<file path="config.mk">
export PLATFORM = sky130hd
export DESIGN_NAME = lidar_serial_frame_parser_flat
export DESIGN_NICKNAME = d
export VERILOG_FILES = /design/src/hdl/lsfp_pkg.sv /design/src/hdl/lsfp_byte_if.sv /design/src/hdl/lsfp_result_if.sv /design/src/hdl/lidar_serial_frame_parser.sv /design/src/flat_wrapper.sv
export SDC_FILE = /design/constraint.sdc
export NUM_CORES = 1
export LEC_CHECK = 0
export ABC_AREA = 1
export BUFFER_PORTS_ARGS = -buffer_cell sky130_fd_sc_hd__buf_2
export CORE_ASPECT_RATIO = 0.7
export CORE_MARGIN = 2
export CORE_UTILIZATION = 55
export DETAILED_ROUTE_END_ITERATION = 16
export PLACE_DENSITY = 0.7
export SLEW_MARGIN = 10
export SYNTH_ARGS = -nofsm -noshare
export SYNTH_HDL_FRONTEND = slang
export SYNTH_SLANG_ARGS = --single-unit
</file>
<file path="constraint.sdc">
create_clock -name clk -period 8.55 [get_ports clk]
set_input_delay 1.71 -clock clk [delete_from_list [all_inputs] [get_ports clk]]
set_output_delay 1.71 -clock clk [all_outputs]
set_load 0.01 [all_outputs]
</file>
<file path="src/hdl/lsfp_pkg.sv">
// constants and types of the serial range-finder frame parser
// no dependencies
package lsfp_pkg;

	localparam int unsigned FRAME_LEN   = 9;
	localparam int unsigned FLUSH_COUNT = 18;
	localparam int unsigned COUNT_W     = 5;
	localparam int unsigned BYTE_W      = 8;
	localparam int unsigned DIST_W      = 13;
	localparam int unsigned STREN_W     = 16;
	localparam int unsigned QUAL_W      = 8;

	localparam logic [BYTE_W-1:0] SYNC_BYTE = 8'h59;

	// x / 10 for 16-bit x as (x * 0xCCCD) >> 19
	localparam logic [16:0] DIV10_MUL   = 17'd52429;
	localparam int unsigned DIV10_SHIFT = 19;

	typedef struct packed {
		logic               frame_valid;
		logic [DIST_W-1:0]  range_cm;
		logic [STREN_W-1:0] strength;
		logic [QUAL_W-1:0]  quality;
		logic               checksum_error;
		logic               overflow_flush;
	} res_t;

endpackage

</file>
<file path="src/hdl/lsfp_byte_if.sv">
// byte channel: valid/ready handshake carrying one received serial byte
// depends on lsfp_pkg
interface lsfp_byte_if;
	logic                         valid;
	logic                         ready;
	logic [lsfp_pkg::BYTE_W-1:0]  data_byte;

	modport source (output valid, output data_byte, input ready);
	modport sink   (input valid, input data_byte, output ready);
endinterface

</file>
<file path="src/hdl/lsfp_result_if.sv">
// result channel: valid/ready handshake carrying one parser result
// depends on lsfp_pkg
interface lsfp_result_if;
	logic                          valid;
	logic                          ready;
	logic                          frame_valid;
	logic [lsfp_pkg::DIST_W-1:0]   range_cm;
	logic [lsfp_pkg::STREN_W-1:0]  strength;
	logic [lsfp_pkg::QUAL_W-1:0]   quality;
	logic                          checksum_error;
	logic                          overflow_flush;

	modport source (output valid, output frame_valid, output range_cm, output strength,
		output quality, output checksum_error, output overflow_flush, input ready);
	modport sink   (input valid, input frame_valid, input range_cm, input strength,
		input quality, input checksum_error, input overflow_flush, output ready);
endinterface

</file>
<file path="src/hdl/lidar_serial_frame_parser.sv">
// serial range-finder frame parser, top level
// depends on lsfp_pkg, lsfp_byte_if, lsfp_result_if
//
// Usage:
//   in_ch carries one received serial byte per beat. The block keeps the last
//   nine bytes and a count of bytes since the last resync. When nine or more
//   are held and the newest nine start with two sync bytes, the checksum is
//   tested: a good frame gives distance (cm), strength and quality, a bad one
//   a checksum error. Eighteen bytes without a good frame give an overflow flush.
//   out_ch carries one result beat for each byte that causes one; quiet bytes
//   give nothing.
//   Output: each result is registered in the output register or the skid register.
//   Throughput: one byte per cycle while in_ch is ready; the window shift, the
//   8-byte sum and the divide-by-ten multiply all sit between the byte beat and
//   the output register.
//   Stall: a two-entry output stage (output register plus skid register)
//   keeps in_ch ready while one result waits; in_ch drops ready only while
//   both entries are full.
//   Reset: arst_n clears the window, the count and both output entries.
module lidar_serial_frame_parser (
	input  logic                 clk,
	input  logic                 arst_n,
	lsfp_byte_if.sink            in_ch,
	lsfp_result_if.source        out_ch
);

	logic [lsfp_pkg::BYTE_W-1:0]  win_q [lsfp_pkg::FRAME_LEN];
	logic [lsfp_pkg::BYTE_W-1:0]  win_d [lsfp_pkg::FRAME_LEN];
	logic [lsfp_pkg::COUNT_W-1:0] cnt_q;
	logic [lsfp_pkg::COUNT_W-1:0] cnt_inc;
	logic [lsfp_pkg::COUNT_W-1:0] cnt_d;
	logic [lsfp_pkg::BYTE_W-1:0]  sum;
	logic [15:0]                  raw_mm;
	logic [32:0]                  prod;
	logic                         hdr_ok;
	logic                         good;
	logic                         cks_err;
	logic                         flush;
	logic                         has_res;
	logic                         in_fire;
	lsfp_pkg::res_t               res;

	logic                         out_v_q;
	lsfp_pkg::res_t               out_q;
	logic                         skid_v_q;
	lsfp_pkg::res_t               skid_q;

	assign in_fire     = in_ch.valid && in_ch.ready;
	assign in_ch.ready = !skid_v_q;

	// shifted window with the new byte at the newest end
	always_comb begin
		for (int i = 0; i < lsfp_pkg::FRAME_LEN - 1; i++) begin
			win_d[i] = win_q[i+1];
		end
		win_d[lsfp_pkg::FRAME_LEN-1] = in_ch.data_byte;
	end

	// checksum over the first eight frame bytes, kept to 8 bits
	always_comb begin
		sum = '0;
		for (int i = 0; i < lsfp_pkg::FRAME_LEN - 1; i++) begin
			sum = sum + win_d[i];
		end
	end

	// frame detection and count update
	always_comb begin
		cnt_inc = cnt_q + lsfp_pkg::COUNT_W'(1);
		hdr_ok  = (cnt_inc >= lsfp_pkg::COUNT_W'(lsfp_pkg::FRAME_LEN))
			&& (win_d[0] == lsfp_pkg::SYNC_BYTE) && (win_d[1] == lsfp_pkg::SYNC_BYTE);
		good    = hdr_ok && (sum == win_d[lsfp_pkg::FRAME_LEN-1]);
		cks_err = hdr_ok && !good;
		cnt_d   = good ? '0 : cnt_inc;
		flush   = (cnt_d >= lsfp_pkg::COUNT_W'(lsfp_pkg::FLUSH_COUNT));
		if (flush) begin
			cnt_d = '0;
		end
		has_res = good || cks_err || flush;
	end

	// distance in cm: millimetre field times reciprocal of ten
	assign raw_mm = {win_d[3], win_d[2]};
	assign prod   = {17'd0, raw_mm} * {16'd0, lsfp_pkg::DIV10_MUL};

	always_comb begin
		res.frame_valid    = good;
		res.range_cm       = good ? prod[lsfp_pkg::DIV10_SHIFT +: lsfp_pkg::DIST_W] : '0;
		res.strength       = good ? {win_d[5], win_d[4]} : '0;
		res.quality        = good ? win_d[7] : '0;
		res.checksum_error = cks_err;
		res.overflow_flush = flush;
	end

	// window and count
	always_ff @(posedge clk or negedge arst_n) begin
		if (!arst_n) begin
			cnt_q <= '0;
			for (int i = 0; i < lsfp_pkg::FRAME_LEN; i++) begin
				win_q[i] <= '0;
			end
		end else if (in_fire) begin
			cnt_q <= cnt_d;
			win_q <= win_d;
		end
	end

	// output register with skid entry behind it
	always_ff @(posedge clk or negedge arst_n) begin
		if (!arst_n) begin
			out_v_q  <= 1'b0;
			skid_v_q <= 1'b0;
		end else if (!out_v_q || out_ch.ready) begin
			if (skid_v_q) begin
				out_v_q  <= 1'b1;
				skid_v_q <= 1'b0;
			end else begin
				out_v_q <= in_fire && has_res;
			end
		end else if (in_fire && has_res) begin
			skid_v_q <= 1'b1;
		end
	end

	// payload of the two entries
	always_ff @(posedge clk) begin
		if (!out_v_q || out_ch.ready) begin
			out_q <= skid_v_q ? skid_q : res;
		end else if (in_fire && has_res) begin
			skid_q <= res;
		end
	end

	assign out_ch.valid          = out_v_q;
	assign out_ch.frame_valid    = out_q.frame_valid;
	assign out_ch.range_cm       = out_q.range_cm;
	assign out_ch.strength       = out_q.strength;
	assign out_ch.quality        = out_q.quality;
	assign out_ch.checksum_error = out_q.checksum_error;
	assign out_ch.overflow_flush = out_q.overflow_flush;

endmodule

</file>
<file path="src/flat_wrapper.sv">
// flat-port wrapper written by rule: the top's interface ports become plain ports
module lidar_serial_frame_parser_flat 
  (clk, arst_n, in_ch_valid, in_ch_data_byte, in_ch_ready, out_ch_valid, out_ch_frame_valid, out_ch_range_cm, out_ch_strength, out_ch_quality, out_ch_checksum_error, out_ch_overflow_flush, out_ch_ready);
  lsfp_byte_if in_ch_i ();
  lsfp_result_if out_ch_i ();
  input  logic clk;
  input  logic arst_n;
  input wire logic [$bits(in_ch_i.valid)-1:0] in_ch_valid;
  input wire logic [$bits(in_ch_i.data_byte)-1:0] in_ch_data_byte;
  output wire logic [$bits(in_ch_i.ready)-1:0] in_ch_ready;
  output wire logic [$bits(out_ch_i.valid)-1:0] out_ch_valid;
  output wire logic [$bits(out_ch_i.frame_valid)-1:0] out_ch_frame_valid;
  output wire logic [$bits(out_ch_i.range_cm)-1:0] out_ch_range_cm;
  output wire logic [$bits(out_ch_i.strength)-1:0] out_ch_strength;
  output wire logic [$bits(out_ch_i.quality)-1:0] out_ch_quality;
  output wire logic [$bits(out_ch_i.checksum_error)-1:0] out_ch_checksum_error;
  output wire logic [$bits(out_ch_i.overflow_flush)-1:0] out_ch_overflow_flush;
  input wire logic [$bits(out_ch_i.ready)-1:0] out_ch_ready;
  assign in_ch_i.valid = in_ch_valid;
  assign in_ch_i.data_byte = in_ch_data_byte;
  assign in_ch_ready = in_ch_i.ready;
  assign out_ch_valid = out_ch_i.valid;
  assign out_ch_frame_valid = out_ch_i.frame_valid;
  assign out_ch_range_cm = out_ch_i.range_cm;
  assign out_ch_strength = out_ch_i.strength;
  assign out_ch_quality = out_ch_i.quality;
  assign out_ch_checksum_error = out_ch_i.checksum_error;
  assign out_ch_overflow_flush = out_ch_i.overflow_flush;
  assign out_ch_i.ready = out_ch_ready;
  lidar_serial_frame_parser u_core (.clk(clk), .arst_n(arst_n), .in_ch(in_ch_i), .out_ch(out_ch_i));
endmodule
</file>
==> results.ini, run 1 <==
[routing]
drt-total-wl_um=28700
wl_met2_um=11600
dr.pass1.iters=5
top_layer=met4
drtIter0Drc=890
ant_nets=0
via_count=8808
met3_length_um=2780
post_drt_wl_per_cell_um=17.6
drc=0
wl_met1_um=14200
via_per_inst=5.38

[floorplan]
die_y_um=129
initial_core_util_pct=56.1
fp.dieArea_mm2=0.0234
pin_count=54
dieWidth_um=182
rows=45
core_area_mm2=0.0217

[global_routing]
track_usage_pct=25.6
grt_max_degree=102
grt_pass1_vias=8413
grt_pass1_wl_um=45400
grt_overflow_total=0
grt_antenna_before_repair=0

[status]
status=finished, final reports clean

[hold_path]
hp-start=u_core.win_d[65]$_DFFE_PN0P_
hold_end=u_core.win_d[65]$_DFFE_PN0P_
min_path_cells=2
hp-class=flop to flop

[setup_path]
cpMostUsedCell=nand2_1
ff2ff_setup_slack_ps=2550
r2r_end=u_core.out_ch.range_cm[8]$_DFFE_PN_
crit_arrival_ps=6180
reg2reg_depth=22
crit_path_start_kind=flop
slowest_stage=dfrtp_1
crit_path_end_kind=flop
worst-setup-path-type=flop to flop
critPathMaxStageDelay_ps=550
cp_max_fo=8
timing.rr.start=u_core.raw_mm[5]$_DFFE_PN0P_
worstPathRequired_ps=8730
crit_chain=ha_1 -> inv_1 -> fa_1 -> inv_1 -> fa_1 -> fa_1 -> fa_1 -> fa_1 -> ha_1 -> nand2_1 -> inv_1 -> nand2_1 -> nor3_2 -> nand4_1 -> nand3_1 -> a21oi_1 -> o21ai_1 -> nand2_1 -> nand2_1 -> nor2_1 -> nand2_1 -> nand2_1

[cts]
cts_htree_levels=4
cts.sinks=151
clkTransAtPathRegs_ps=60
post_cts_buffers=0
postCtsHoldBufs=0
post_cts_resize_count=0
clockRootBuffer=clkbuf_16
cts_made_buffers=17
tritoncts=done
cts_buffer_depth=2
clock_latency_ps=430

[timing]
setup_viol=0
max_freq_mhz=167
skew_ps=10.7
period_share_pct=70.1
worst_slew_pin_slew_ps=1210
fin_crit_ps=6000
fin_tns_setup_ps=0
hold_viol=0
finalMaxSlewViolations=0
maxSlewHeadroom_pct=19.5
rsz0062_at_grt=no

[synth]
avgSynthCellArea_um2=9.43
yosysSeqAreaShare_pct=34.3
ys.flop_type=edfxtp_1
synth_edf_count=80
syn-num-nets=1565
async_flop_share_pct=47.0
ys_warn_count=0
syn_area_mm2=0.0122
yosysUniqueCellTypes=47
synth_seq_cells=151
syn_inst=1293

[final_layout]
fillers=1788
final_area_mm2=0.0133
instances_no_fill=1636
layout-drive-gt1-share_pct=8.42
syn_to_final_growth_pct=9.13
n_antenna_cell=0
final_nets=1614

[placed_design]
place_hpwl_um=22800
place_congestion=0.975
numPortBuffers=53
placed_cells=1605
placed_area_mm2=0.0127

[job]
timing.max_cap.violations=0

placed cells by master (no fill, tap or decap), types with 2 or more instances in the layout:
master and n:
nand2_1 304, inv_1 254, ha_1 140, fa_1 120
edfxtp_1 80, o21ai_0 75, dfrtp_1 71, nor2_1 61
buf_2 53, a21oi_1 39, nand3_1 27, clkbuf_16 17
nand4_1 12, nand3_2 7, xnor2_1 6, nor3_1 6
o21ai_1 6, nand3b_1 5, xor2_1 5, o21a_1 5
buf_4 5, or2_2 4, a21o_1 4, inv_6 4
nand2_2 3, o21bai_1 3, o22ai_1 3, clkinv_4 3
inv_2 2, nor4_1 2, clkinv_2 2, o221ai_1 2
a21oi_2 2, clkinvlp_4 2, bufinv_16 2, inv_8 2
cell usage after synthesis (all sizes together), types with 4 or more instances:
master / n / area [um^2]
dfrtp: 71 / 1780
clkbuf: 23 / 86.3
nand4: 13 / 96.3
xnor2: 6 / 52.6
nor2: 62 / 235
ha: 140 / 1750
buf: 5 / 50.0
nand3: 34 / 205
a21oi: 41 / 213
or2: 4 / 25.0
edfxtp: 80 / 2400
nand3b: 6 / 48.8
fa: 120 / 2400
o21ai: 81 / 405
nor3: 7 / 40.0
inv: 256 / 961
a21o: 4 / 30.0
xor2: 6 / 60.1
o21a: 5 / 37.5
nand2: 307 / 1150
layer usage:
metal	vias to the layer above	GRT usage [%]
met5	-	0
met4	0	3.65
met3	15	8.10
met2	328	36.2
met1	4260	39.6
li1	4205	-
worst max-delay path: cells and delay by family, from the launching register on:
family | cells | cell delay, ps
buffers and inverters | 3 | 230
AOI/OAI and AO/OA | 2 | 340
DFF | 1 | 550
adders and majority gates | 7 | 3460
and+or+nand+nor | 10 | 1180
worst max-delay path by stage:
stage | from | to | slack, ps | cells past startpoint
4_1_cts | u_core.raw_mm[5]$_DFFE_PN0P_ | u_core.out_ch.range_cm[8]$_DFFE_PN_ | 2650 | 22
2_1_floorplan | u_core.raw_mm[10]$_DFFE_PN0P_ | u_core.skid_q[0]$_DFFE_PP_ | 3340 | 21
3_5_place_dp | u_core.raw_mm[5]$_DFFE_PN0P_ | u_core.out_ch.range_cm[8]$_DFFE_PN_ | 2660 | 22
6_report | u_core.raw_mm[5]$_DFFE_PN0P_ | u_core.out_ch.range_cm[8]$_DFFE_PN_ | 2550 | 22
3_3_place_gp | u_core.raw_mm[5]$_DFFE_PN0P_ | u_core.out_ch.range_cm[8]$_DFFE_PN_ | 2720 | 22
5_1_grt | u_core.raw_mm[5]$_DFFE_PN0P_ | u_core.out_ch.range_cm[8]$_DFFE_PN_ | 2210 | 22
logic make-up (layout without fill, tap and decap cells):
kind of cell | count (synthesis) | count (layout) | synth area share (%)
adder cells (fa/ha/maj) | 260 | 260 | 34.1
XOR/XNOR | 12 | 12 | 0.923
flip-flops | 151 | 151 | 34.3
buffers and inverters | 286 | 347 | 9.07
AND/OR/NAND/NOR | 438 | 438 | 15.1
AO/OA/AOI/OAI | 146 | 146 | 6.56
flip-flops by register name, indices dropped and copies added, names as in the netlist:
name	cells
u_core.out_ch.quality	8
u_core.out_ch.strength	16
u_core.cnt_q	5
u_core.out_ch.frame_valid	1
u_core.out_ch.overflow_flush	1
u_core.skid_v_q	1
u_core.raw_mm	16
u_core.win_d	48
u_core.out_ch.range_cm	13
u_core.out_ch.valid	1
u_core.skid_q	40
u_core.out_ch.checksum_error	1
layout make-up:
cell class                      count  area, um^2  area share, %
Clock buffer                       17         425           3.20
Clock inverter                     14         164           1.23
Inverter                          258         970           7.29
Multi-Input combinational cell    856        6920           52.0
Sequential cell                   151        4180           31.4
Tap cell                          282         353           2.65
Timing Repair Buffer               58         303           2.28
stage by stage:
step | setup slack [ps] | hold slack, ps | utilization [%]
finish | 2550 | 489 | 61.2
global route | 2210 | 522 | 61.2
CTS | 2650 | 490 | 61.2
detailed placement | 2660 | 474 | 58.5
global placement | 2720 | 472 | 58.5
floorplan | 3340 | 453 | -
Power of run 1 is left out: the tool's default activity adds up to more than one toggle a clock period on the data nets, which glitch-free logic cannot reach.
==> inputs of run 2 (changes only) <==
--- a/config.mk
+++ b/config.mk
@@ -5,13 +5,13 @@
 export SDC_FILE = /design/constraint.sdc
 export NUM_CORES = 1
 export LEC_CHECK = 0
-export ABC_AREA = 1
+export ABC_AREA = 0
 export BUFFER_PORTS_ARGS = -buffer_cell sky130_fd_sc_hd__buf_2
 export CORE_ASPECT_RATIO = 0.7
 export CORE_MARGIN = 2
 export CORE_UTILIZATION = 55
 export DETAILED_ROUTE_END_ITERATION = 16
-export PLACE_DENSITY = 0.7
+export PLACE_DENSITY = 0.71
 export SLEW_MARGIN = 10
 export SYNTH_ARGS = -nofsm -noshare
 export SYNTH_HDL_FRONTEND = slang
==> constraint.sdc (replaced) <==
create_clock -name clk -period 5.9 [get_ports clk]
set_input_delay 1.18 -clock clk [delete_from_list [all_inputs] [get_ports clk]]
set_output_delay 1.18 -clock clk [all_outputs]
set_load 0.01 [all_outputs]
==> run 2 against run 1 <==
Net effect:
- register-to-register slack got worse by 2300 ps
- design area fell by 1.1%
- die area fell by 4.7%
- routed wire length fell by 15%
- via count fell by 20%
- critical path type unchanged
- sequential share of layout area rose by 0.39 points
- critical path depth fell by 4
- final cell count fell by 19%
- worst setup slack got worse by 2300 ps
- fmax rose by 6.2%
==> results.ini, run 2 <==
[synth]
async_flop_share_pct=47.0
yosysUniqueCellTypes=53
ys_warn_count=0
synthTopCellsByCount=inv_1, ha_1, fa_1
synth_edf_count=80
synth_top_area_cell=edfxtp_1
synth_top_area_share_pct=20.7
avgSynthCellArea_um2=12.3
ys.flop_type=edfxtp_1
synth_seq_cells=151
syn_area_mm2=0.0116
yosysMostFrequentCell=inv_1
syn-num-nets=1213
syn_inst=941
yosysSeqAreaShare_pct=36.0
synth_area_leaders=edfxtp_1, fa_1, dfrtp_1, ha_1, mux2_2

[setup_path]
critPathMaxStageDelay_ps=530
crit_path_end_kind=flop
crit_path_start_kind=flop
cp_max_fo=5
crit_arrival_ps=5870
worstPathRequired_ps=6130
worst-setup-path-type=flop to flop
slowest_stage=fa_1
cpMostUsedCell=fa_1
crit_chain=ha_1 -> inv_1 -> fa_1 -> inv_1 -> fa_1 -> fa_1 -> fa_1 -> fa_1 -> ha_1 -> a21oi_1 -> o21ai_1 -> a221oi_2 -> a311oi_1 -> buf_4 -> o21ai_0 -> nand2b_1 -> xnor2_2 -> o31ai_1

[timing]
worst_slew_pin_slew_ps=1070
max_freq_mhz=177
period_share_pct=95.6
hold_viol=0
rsz0062_at_grt=no
fin_tns_setup_ps=0
skew_ps=13.8
fin_crit_ps=5640
setup_viol=0
finalMaxSlewViolations=0
maxSlewHeadroom_pct=28.4

[global_routing]
use_met3_pct=4.84
grt_pass1_wl_um=40400
track_usage_pct=23.9
use_met2_pct=32.9
gr-usage-met1_pct=38.8
grt_max_degree=87
grt_overflow_total=0
busiest_layer=met1
grt_antenna_before_repair=0
grt_pass1_vias=7323

[routing]
post_drt_wl_per_cell_um=18.5
via_count=7053
via_per_inst=5.34
drc=0
drtIter0Drc=405
dr.pass1.iters=4
ant_nets=0
drt-total-wl_um=24400

[placed_design]
place_hpwl_um=19400
numPortBuffers=53
place_congestion=0.946
placed_area_mm2=0.0124
placed_cells=1287

[final_layout]
final_nets=1303
final_cell_mix=inv_1, ha_1, fa_1
final_area_mm2=0.0132
fillers=1627
final_util_pct=63.6
layout-drive-gt1-share_pct=22.6
instances_no_fill=1320
largest_register_ffs=48
n_antenna_cell=0
mostFrequentLayoutCell=inv_1
syn_to_final_growth_pct=13.4

[cts]
cts_htree_levels=4
clock_latency_ps=430
clkTransAtPathRegs_ps=70
tritoncts=done
cts_buffer_depth=2
postCtsHoldBufs=0
cts.sinks=151
clockRootBuffer=clkbuf_16
cts_made_buffers=17

[status]
status=finished, final reports clean

[floorplan]
die_y_um=126
core_area_mm2=0.0207
dieWidth_um=178
pin_count=54
rows=44
initial_core_util_pct=56.1
fp.dieArea_mm2=0.0223

[job]
timing.max_cap.violations=0

[hold_path]
hp-class=flop to flop

[run 2: changes by cell type in the layout (fill, tap and decap cells not counted), moves of 22 or more]
| cell | before | now |
|---|---|---|
| and2_1 | 0 | 25 |
| nand2_1 | 304 | 43 |
| o21ai_0 | 75 | 22 |
| inv_1 | 254 | 168 |
| buf_4 | 5 | 38 |
| nand3_1 | 27 | 5 |
| nor2_1 | 61 | 28 |
| a21oi_1 | 39 | 17 |
| mux2_2 | 0 | 81 |
[run 2: per-layer routing]
metal / part of all wire, % / up-vias
met3: 5.1 / 25
met2: 42 / 162
met4: 1.3 / 0
met5: 0 / -
met1: 52 / 3529
li1: - / 3337
[run 2: logic make-up after synthesis]
kind of cell    after synthesis  share of synthesized area [%]
xor+xnor                     38                           3.29
fa+ha+maj                   260                           35.8
mux                          81                           7.86
simple gates                142                           6.31
buf+inv                     189                           6.29
compound gates               80                           4.44
flops                       151                           36.0
[run 2: timing repair]
item | in CTS | in global routing
cloned | 0 | 0
pin swaps | 0 | 3
gates resized for setup | 1 | 27
hold endpoints to repair | 0 | 0
endpoints found under the setup margin | 1 | 13
setup buffers | 0 | 1
[run 2: critical path, delay by kind of cell, from the launching register on]
kind / cells / cell delay [ps]
buffers and inverters: 3 / 310
flip-flops: 1 / 450
AND/OR/NAND/NOR: 1 / 140
adder cells (fa/ha/maj): 7 / 3240
XOR/XNOR: 1 / 170
AO/OA/AOI/OAI: 6 / 1150
[run 2: final cells by class]
cell class	instances	area, um^2	share of cell area, %
clock inverter	14	176	1.34
tap	276	345	2.62
timing repair buffer	90	546	4.15
sequential	151	4180	31.8
multi-input combinational	601	6840	52.0
inverter	170	638	4.85
clock buffer	18	429	3.26
[run 2: worst paths after layout]
kind | startpoint | slack (ps) | cells past startpoint | endpoint
worst max-delay path | u_core.raw_mm[3]$_DFFE_PN0P_ | 260 | 18 | u_core.out_ch.range_cm[5]$_DFFE_PN_
worst min-delay path | u_core.win_d[66]$_DFFE_PN0P_ | 500 | 2 | u_core.win_d[66]$_DFFE_PN0P_
worst max register to register | u_core.raw_mm[3]$_DFFE_PN0P_ | 260 | 18 | u_core.out_ch.range_cm[5]$_DFFE_PN_
worst min register to register | u_core.win_d[66]$_DFFE_PN0P_ | 500 | 2 | u_core.win_d[66]$_DFFE_PN0P_
max in group asynchronous | arst_n | 4360 | 1 | u_core.raw_mm[7]$_DFFE_PN0P_
min in group asynchronous | arst_n | 900 | 1 | u_core.win_d[10]$_DFFE_PN0P_
[run 2: through the flow]
step	hold slack, ps	setup slack (ps)
global route	515	3.66
floorplan	450	155
detailed placement	471	-8.16
global placement	462	168
CTS	484	70.6
finish	501	257
Power of run 2 is left out for the same reason.
